File: src/rtl/sbe_pkg.sv
`default_nettype none
package sbe_pkg;

  localparam logic [7:0] OP_TRAP  = 8'h00;
  localparam logic [7:0] OP_RET   = 8'h01;
  localparam logic [7:0] OP_BRK   = 8'h02;
  localparam logic [7:0] OP_PRINT = 8'h03;
  localparam logic [7:0] OP_NOP   = 8'h10;
  localparam logic [7:0] OP_ADD   = 8'h11;
  localparam logic [7:0] OP_SUB   = 8'h12;
  localparam logic [7:0] OP_MUL   = 8'h13;
  localparam logic [7:0] OP_DIV   = 8'h14;
  localparam logic [7:0] OP_MOD   = 8'h15;
  localparam logic [7:0] OP_SHL   = 8'h16;
  localparam logic [7:0] OP_SHRL  = 8'h17;
  localparam logic [7:0] OP_SHRA  = 8'h18;
  localparam logic [7:0] OP_IMM   = 8'h40;
  localparam logic [7:0] OP_CONST = 8'h41;
  localparam logic [7:0] OP_BIAS  = 8'h42;
  localparam logic [7:0] OP_DUP   = 8'h60;
  localparam logic [7:0] OP_ROT2  = 8'h61;
  localparam logic [7:0] OP_ROT3  = 8'h62;

  typedef enum logic [3:0] {
    ST_OK     = 4'd0,
    ST_PRINT  = 4'd1,
    ST_RET    = 4'd2,
    ST_TRAP   = 4'd3,
    ST_BADOP  = 4'd4,
    ST_UNDER  = 4'd5,
    ST_OVER   = 4'd6,
    ST_BADIDX = 4'd7,
    ST_DIV0   = 4'd8,
    ST_HALTED = 4'd9
  } status_t;

  typedef enum logic [1:0] {MD_MUL, MD_DIV, MD_MOD} md_op_t;
  typedef enum logic [1:0] {CAP_NONE, CAP_R0, CAP_R1, CAP_R2} cap_t;
  typedef enum logic [1:0] {LV_HOLD, LV_INC, LV_DEC} lvl_t;
  typedef enum logic [2:0] {WS_R0, WS_R1, WS_R2, WS_ALU, WS_MD, WS_IMM, WS_POOL} wr_src_t;

  typedef enum logic [3:0] {
    S_IDLE, S_DEC, S_RD0, S_RD1, S_RD2, S_RD3, S_EXEC, S_MD, S_W1, S_W2, S_CPUSH, S_DONE
  } state_t;

  typedef struct packed {
    logic               op;
    logic [7:0]         opcode;
    logic signed [7:0]  param;
    logic [7:0]         pool_index;
    logic signed [63:0] pool_value;
  } in_word_t;

  typedef struct packed {
    logic [3:0]         status;
    logic signed [63:0] value;
    logic [15:0]        instr_count;
  } out_word_t;

  typedef struct packed {
    logic    take;
    logic    stk_rd;
    logic [1:0] rd_off;
    cap_t    cap;
    logic    stk_wr;
    logic [1:0] wr_off;
    wr_src_t wr_src;
    lvl_t    lvl;
    logic    pool_rd;
    logic    pool_wr;
    logic    wb_add;
    logic    md_start;
    md_op_t  md_op;
    logic    fin;
    status_t fin_status;
    logic    fin_val;
    logic    counted;
    logic    out_load;
  } cmd_t;

  typedef struct packed {
    logic       op;
    logic [7:0] opcode;
    logic       halted;
    logic       ge1;
    logic       ge2;
    logic       ge3;
    logic       full;
    logic       idx_ok;
    logic       div_zero;
    logic       md_done;
    logic       out_free;
  } sts_t;

endpackage
`default_nettype wire

File: src/rtl/sbe_ctrl.sv
`default_nettype none
module sbe_ctrl (
  input  wire logic          clk,
  input  wire logic          rst,
  input  wire logic          item_valid,
  input  wire sbe_pkg::sts_t sts,
  output logic               item_ready,
  output sbe_pkg::cmd_t      cmd
);

  sbe_pkg::state_t state, state_next;

  always_ff @(posedge clk) begin
    if (rst) state <= sbe_pkg::S_IDLE;
    else     state <= state_next;
  end

  always_comb begin
    state_next = state;
    cmd        = '0;
    item_ready = 1'b0;
    unique case (state)
      sbe_pkg::S_IDLE: begin
        item_ready = 1'b1;
        if (item_valid) begin
          cmd.take   = 1'b1;
          state_next = sbe_pkg::S_DEC;
        end
      end
      sbe_pkg::S_DEC: begin
        state_next = sbe_pkg::S_DONE;
        cmd.fin    = 1'b1;
        cmd.fin_status = sbe_pkg::ST_OK;
        if (sts.op) begin
          cmd.pool_wr = 1'b1;
        end else if (sts.halted) begin
          cmd.fin_status = sbe_pkg::ST_HALTED;
        end else begin
          cmd.counted = 1'b1;
          unique case (sts.opcode) inside
            sbe_pkg::OP_TRAP: cmd.fin_status = sbe_pkg::ST_TRAP;
            sbe_pkg::OP_NOP: ;
            sbe_pkg::OP_BIAS: cmd.wb_add = 1'b1;
            sbe_pkg::OP_RET, sbe_pkg::OP_PRINT, sbe_pkg::OP_DUP: begin
              if (!sts.ge1) cmd.fin_status = sbe_pkg::ST_UNDER;
              else if (sts.opcode == sbe_pkg::OP_DUP && sts.full)
                cmd.fin_status = sbe_pkg::ST_OVER;
              else begin
                cmd.fin    = 1'b0;
                state_next = sbe_pkg::S_RD0;
              end
            end
            sbe_pkg::OP_ADD, sbe_pkg::OP_SUB, sbe_pkg::OP_MUL, sbe_pkg::OP_DIV,
            sbe_pkg::OP_MOD, sbe_pkg::OP_SHL, sbe_pkg::OP_SHRL, sbe_pkg::OP_SHRA,
            sbe_pkg::OP_ROT2: begin
              if (!sts.ge2) cmd.fin_status = sbe_pkg::ST_UNDER;
              else begin
                cmd.fin    = 1'b0;
                state_next = sbe_pkg::S_RD0;
              end
            end
            sbe_pkg::OP_ROT3: begin
              if (!sts.ge3) cmd.fin_status = sbe_pkg::ST_UNDER;
              else begin
                cmd.fin    = 1'b0;
                state_next = sbe_pkg::S_RD0;
              end
            end
            sbe_pkg::OP_IMM: begin
              if (sts.full) cmd.fin_status = sbe_pkg::ST_OVER;
              else begin
                cmd.stk_wr = 1'b1;
                cmd.wr_off = 2'd0;
                cmd.wr_src = sbe_pkg::WS_IMM;
                cmd.lvl    = sbe_pkg::LV_INC;
              end
            end
            sbe_pkg::OP_CONST: begin
              if (!sts.idx_ok) cmd.fin_status = sbe_pkg::ST_BADIDX;
              else if (sts.full) cmd.fin_status = sbe_pkg::ST_OVER;
              else begin
                cmd.fin     = 1'b0;
                cmd.pool_rd = 1'b1;
                state_next  = sbe_pkg::S_CPUSH;
              end
            end
            default: cmd.fin_status = sbe_pkg::ST_BADOP;
          endcase
        end
      end
      sbe_pkg::S_RD0: begin
        cmd.stk_rd = 1'b1;
        cmd.rd_off = 2'd1;
        state_next = sbe_pkg::S_RD1;
      end
      sbe_pkg::S_RD1: begin
        cmd.cap    = sbe_pkg::CAP_R0;
        cmd.stk_rd = 1'b1;
        cmd.rd_off = 2'd2;
        state_next = sbe_pkg::S_RD2;
      end
      sbe_pkg::S_RD2: begin
        cmd.cap    = sbe_pkg::CAP_R1;
        cmd.stk_rd = 1'b1;
        cmd.rd_off = 2'd3;
        state_next = sbe_pkg::S_RD3;
      end
      sbe_pkg::S_RD3: begin
        cmd.cap    = sbe_pkg::CAP_R2;
        state_next = sbe_pkg::S_EXEC;
      end
      sbe_pkg::S_EXEC: begin
        cmd.counted    = 1'b1;
        cmd.fin        = 1'b1;
        cmd.fin_status = sbe_pkg::ST_OK;
        state_next     = sbe_pkg::S_DONE;
        unique case (sts.opcode) inside
          sbe_pkg::OP_RET: begin
            cmd.fin_status = sbe_pkg::ST_RET;
            cmd.fin_val    = 1'b1;
          end
          sbe_pkg::OP_PRINT: begin
            cmd.fin_status = sbe_pkg::ST_PRINT;
            cmd.fin_val    = 1'b1;
            cmd.lvl        = sbe_pkg::LV_DEC;
          end
          sbe_pkg::OP_DUP: begin
            cmd.stk_wr = 1'b1;
            cmd.wr_off = 2'd0;
            cmd.wr_src = sbe_pkg::WS_R0;
            cmd.lvl    = sbe_pkg::LV_INC;
          end
          sbe_pkg::OP_ADD, sbe_pkg::OP_SUB, sbe_pkg::OP_SHL, sbe_pkg::OP_SHRL,
          sbe_pkg::OP_SHRA: begin
            cmd.stk_wr = 1'b1;
            cmd.wr_off = 2'd2;
            cmd.wr_src = sbe_pkg::WS_ALU;
            cmd.lvl    = sbe_pkg::LV_DEC;
          end
          sbe_pkg::OP_MUL, sbe_pkg::OP_DIV, sbe_pkg::OP_MOD: begin
            if (sts.opcode != sbe_pkg::OP_MUL && sts.div_zero) begin
              cmd.fin_status = sbe_pkg::ST_DIV0;
            end else begin
              cmd.fin      = 1'b0;
              cmd.md_start = 1'b1;
              cmd.md_op    = (sts.opcode == sbe_pkg::OP_MUL) ? sbe_pkg::MD_MUL :
                             (sts.opcode == sbe_pkg::OP_DIV) ? sbe_pkg::MD_DIV :
                                                               sbe_pkg::MD_MOD;
              state_next   = sbe_pkg::S_MD;
            end
          end
          sbe_pkg::OP_ROT2, sbe_pkg::OP_ROT3: begin
            cmd.fin    = 1'b0;
            cmd.stk_wr = 1'b1;
            cmd.wr_off = (sts.opcode == sbe_pkg::OP_ROT2) ? 2'd1 : 2'd3;
            cmd.wr_src = sbe_pkg::WS_R1;
            state_next = sbe_pkg::S_W1;
          end
          default: cmd.fin_status = sbe_pkg::ST_BADOP;
        endcase
      end
      sbe_pkg::S_W1: begin
        cmd.stk_wr = 1'b1;
        cmd.wr_off = 2'd2;
        cmd.wr_src = sbe_pkg::WS_R0;
        if (sts.opcode == sbe_pkg::OP_ROT2) begin
          cmd.fin        = 1'b1;
          cmd.counted    = 1'b1;
          cmd.fin_status = sbe_pkg::ST_OK;
          state_next     = sbe_pkg::S_DONE;
        end else begin
          state_next = sbe_pkg::S_W2;
        end
      end
      sbe_pkg::S_W2: begin
        cmd.stk_wr     = 1'b1;
        cmd.wr_off     = 2'd1;
        cmd.wr_src     = sbe_pkg::WS_R2;
        cmd.fin        = 1'b1;
        cmd.counted    = 1'b1;
        cmd.fin_status = sbe_pkg::ST_OK;
        state_next     = sbe_pkg::S_DONE;
      end
      sbe_pkg::S_MD: begin
        if (sts.md_done) begin
          cmd.stk_wr     = 1'b1;
          cmd.wr_off     = 2'd2;
          cmd.wr_src     = sbe_pkg::WS_MD;
          cmd.lvl        = sbe_pkg::LV_DEC;
          cmd.fin        = 1'b1;
          cmd.counted    = 1'b1;
          cmd.fin_status = sbe_pkg::ST_OK;
          state_next     = sbe_pkg::S_DONE;
        end
      end
      sbe_pkg::S_CPUSH: begin
        cmd.stk_wr     = 1'b1;
        cmd.wr_off     = 2'd0;
        cmd.wr_src     = sbe_pkg::WS_POOL;
        cmd.lvl        = sbe_pkg::LV_INC;
        cmd.fin        = 1'b1;
        cmd.counted    = 1'b1;
        cmd.fin_status = sbe_pkg::ST_OK;
        state_next     = sbe_pkg::S_DONE;
      end
      sbe_pkg::S_DONE: begin
        if (sts.out_free) begin
          cmd.out_load = 1'b1;
          state_next   = sbe_pkg::S_IDLE;
        end
      end
      default: state_next = sbe_pkg::S_IDLE;
    endcase
  end

endmodule
`default_nettype wire

File: config.mk
export PLATFORM = sky130hd
export DESIGN_NAME = sbe_ctrl
export DESIGN_NICKNAME = d
export VERILOG_FILES = /design/src/rtl/sbe_pkg.sv /design/src/rtl/sbe_ctrl.sv
export SDC_FILE = /design/constraint.sdc
export NUM_CORES = 1
export LEC_CHECK = 0
export BUFFER_PORTS_ARGS = -buffer_cell sky130_fd_sc_hd__buf_2
export CORE_ASPECT_RATIO = 0.9
export CORE_UTILIZATION = 52
export CTS_CLUSTER_DIAMETER = 120
export DETAILED_ROUTE_END_ITERATION = 16
export PLACE_DENSITY = 0.86
export SYNTH_ARGS = -nofsm -noshare
export SYNTH_HDL_FRONTEND = slang
export SYNTH_SLANG_ARGS = --single-unit
File: constraint.sdc
create_clock -name clk -period 5.5 [get_ports clk]
set_clock_uncertainty 0.1 [all_clocks]
set_input_delay 0.55 -clock clk [delete_from_list [all_inputs] [get_ports clk]]
set_output_delay 0.55 -clock clk [all_outputs]
set_load 0.01 [all_outputs]
; ---- Word-level counts from Yosys, hierarchy flattened
; Index checks and enable logic that the tools add are counted.
[op_classes]
n_eq_ne = 32
muxes = 76
n_reduce_logical = 16
[ops]
columns = operator, n
row1 = "equality test 8 x 5 -> 1 bit, second input constant", 9
row2 = 2-to-1 mux 4 bit, 13
row3 = "equality test 8 x 7 -> 1 bit, second input constant", 6
row4 = one-hot mux 4 bit (11 select lines), 1
row5 = one-hot mux 6 bit (6 select lines), 1
row6 = one-hot mux 4 bit (4 select lines), 2
row7 = one-hot mux 4 bit (7 select lines), 1
row8 = 2-to-1 mux 1 bit, 27
row9 = 2-to-1 mux 3 bit, 9
row10 = one-hot mux 5 bit (5 select lines), 1
row11 = 2-to-1 mux 8 bit, 3
row12 = 2-to-1 mux 9 bit, 2
row13 = one-hot mux 6 bit (3 select lines), 1
row14 = "equality test 4 x 3 -> 1 bit, second input constant", 4
row15 = "equality test 4 bit, second input constant", 4
row16 = 2-to-1 mux 5 bit, 3
row17 = one-hot mux 3 bit (3 select lines), 1
row18 = OR reduction 3 bit, 3
row19 = OR reduction 9 bit, 1
row20 = "equality test 4 x 2 -> 1 bit, second input constant", 2
row21 = "equality test 8 x 1 -> 1 bit, second input constant", 1
row22 = "equality test 8 x 2 -> 1 bit, second input constant", 1
row23 = logical NOT 8 bit, 1
row24 = 2-to-1 mux 2 bit, 4
row25 = 16 further kinds, 23
[word_totals]
regBits = 4
inputBits = 21

; ---- Depth between registers and ports, before layout
[depth]
ltp_word = 8
depth_mapped = 7

; ---- Worst setup path before layout
; Ideal clock, no wire load.
[synth_path]
path_type = input-to-output
startpoint = input port sts[14] (netlist bit)
endpoint = output port cmd[9] (netlist bit)
arrival_time_ns = 2.045
required_ns = 4.850
path_slack_ns = 2.805
path_stages = 5
n_path_buf = 1
cell_sequence = or4b_1 buf_2 a211o_1 or3_4 a21oi_1
[synth_lines]
columns = item, line
row1 = start: declaration, sbe_ctrl.sv:6  ; input wire sbe_pkg::sts_t sts,
row2 = end: declaration, sbe_ctrl.sv:8  ; output sbe_pkg::cmd_t cmd

==> results.ini <==
[floorplanning]
std_cell_rows=15
core_area_mm2=0.00201
die_y_um=46.8
die-area_mm2=0.00242
initial_utilization=0.577
io_pins=50
fp.dieW_um=51.8

[global_routing]
grt_use_total=0.334
grt_pass1_vias=1306
grt_remaining_overflow=0
grt_max_degree=29
grt_pass1_wl_um=6060
antenna_found_initial=0

[synthesis]
ys_ff_latch=4
synth-edff-count=0
ys.warnings.count=0
synth_largest_area_cell=o21ai_0
synth_cells=187
synth_fp_nets=208
ys_top_cells_by_area=o21ai_0 (8.6%), dfxtp_1 (6.9%), nor2_1 (6.5%), a21oi_1 (5.2%), nand2b_1 (4.9%)
synth_area_mm2=0.00116
synth_cell_types=52
synth_common_cells=nor2_1 (20), o21ai_0 (20), a21oi_1 (12)
yosysSeqAreaShare=0.0691
synth-main-ff-cell=dfxtp_1
synthArstFlopShare=0
synth_area_per_cell_um2=6.20
yosysTopAreaCellShare=0.0864

[detailed_routing]
num_vias=1658
wl_per_cell_um=15.6
met1_length_um=1680
first_pass_iters=5
wl_met2_um=1740
highest_layer=met4
wl_met3_um=415
ant_nets=0
first_iter_violations=120
post-route-drc-count=0
finalWirelength_um=3900
viasPerCell=6.63

[cts]
clk_pin_slew_ps=40
ctsResizeCount=0
cts_buffer_depth=2
cts_setup_buffers=0
numCtsBuffers=3
cts_tree=yes
clock_latency_ps=250
h-tree-depth=1
clock_sinks=4
hold_buffers=0
cts-root-buf=clkbuf_4

[worst_setup_path]
path_delay_family=simple AND/OR/NAND/NOR gates
worstSetupStartpointType=register
worstPathRequired_ps=4850
cp_cell_sequence=nor4b_1 -> nand2_1 -> nand4bb_1 -> o21ai_0 -> buf_2
path_class=register to output pin
cpPeakStageDelay_ps=850
end_kind=output pin
critical_path_peak_fanout=28
slowest_stage=dfxtp_1
crit_buf_inv=1
cp.arrival_ps=2850

[final_layout]
layout-drive-gt1-share=0.271
reg_top3=state (4)
regMostFlops=state
nets=248
largest_reg_flops=4
fill_cells=188
antenna_cells=0
area_growth_syn_to_layout_pct=20.5

[timing]
tightest_slew_ps=1000
maxSlewHeadroom=0.323
rsz0062_at_grt=false
period_minus_slack_ps=3500
fin_hold_ws_ps=446
min_period_over_period=0.636
setup_violations=0
slew_violations=0
hold_violations=0
postLayoutSetupSlackWorst_ps=2000
max_freq_ghz=0.286
fin_tns_setup_ps=0

[place]
gp_congestion=0.943
dpl.hpwl_um=2970
place_ws_ps=2160
io_buffers=49

[power_and_ir_drop]
peakVddDrop_mv=0.292
power_density_mw_per_mm2=278
p_leak_nw=0.621

[hold_path]
worstHoldPathType=input pin to register

[run_status]
outcome=completed

[flow_run]
maxCapViolCount=0

final timing paths:
check	startpoint	endpoint	slack, ps	cells after the start
max	state[0]$_SDFFE_PP0P_	cmd[16]	2000	5
min reg2reg	state[3]$_SDFFE_PP0P_	state[2]$_SDFFE_PP0P_	660	1
max reg2reg	state[2]$_SDFFE_PP0P_	state[1]$_SDFFE_PP0P_	3160	5
min	rst	state[2]$_SDFFE_PP0P_	450	2
layout by cell type, fill, tap and decap left out, drive strengths merged, types with 2 or more instances in the layout:
cell	Yosys	layout
buf	7	49
clkbuf	7	3
a211o	2	2
nand3b	2	2
nor4b	5	5
a21oi	12	12
or3b	2	2
nor3b	2	2
nor3	9	9
nor4	5	5
a31oi	4	4
nand2	8	8
o22ai	4	4
nand2b	9	9
o21a	3	3
nand3	7	7
and3	4	4
o31ai	2	2
a22oi	2	2
dfxtp	4	4
and2	7	7
nor2	20	20
o21ai	25	25
nor2b	4	4
inv	9	9
or3	3	3
o2111ai	2	2
or2	2	2
metal layers:
layer | track usage | vias up
met5 | 0 | -
li1 | - | 779
met4 | 0.0757 | 0
met2 | 0.553 | 118
met1 | 0.443 | 753
met3 | 0.0809 | 8
power breakdown:
group / internal (W) / switching, W / leakage, nW
logic: 0.000108 / 0.000143 / 0.574
registers: 0.0000399 / 0.0000567 / 0.0329
clock network: 0.0000247 / 0.0000158 / 0.0138
total: 0.000172 / 0.000215 / 0.621
layout make-up:
type | instances | area, um2 | area share
clock buffer | 3 | 22.5 | 0.0161
inverter | 9 | 33.8 | 0.0242
multi-input combinational | 160 | 983 | 0.704
sequential | 4 | 80.1 | 0.0573
tap | 25 | 31.3 | 0.0224
timing repair buffer | 49 | 245 | 0.176
stage by stage:
| step | area [um2] | utilization | power [W] | instances |
|---|---|---|---|---|
| global route | 1400 | 0.695 | 0.000420 | 250 |
| global placement | 1370 | 0.684 | 0.000331 | 247 |
| floorplan | 1160 | - | 0.000257 | 187 |
| finish | 1400 | 0.695 | 0.000388 | 250 |
| CTS | 1400 | 0.695 | 0.000383 | 250 |
| detailed placement | 1370 | 0.684 | 0.000340 | 247 |
kinds of logic after synthesis:
group | after synthesis | synth area share
flops | 4 | 0.0691
xor+xnor | 1 | 0.00756
compound gates | 63 | 0.336
buf+inv | 23 | 0.0821
simple gates | 96 | 0.505
No activity file was read; power rests on OpenSTA's default activity.
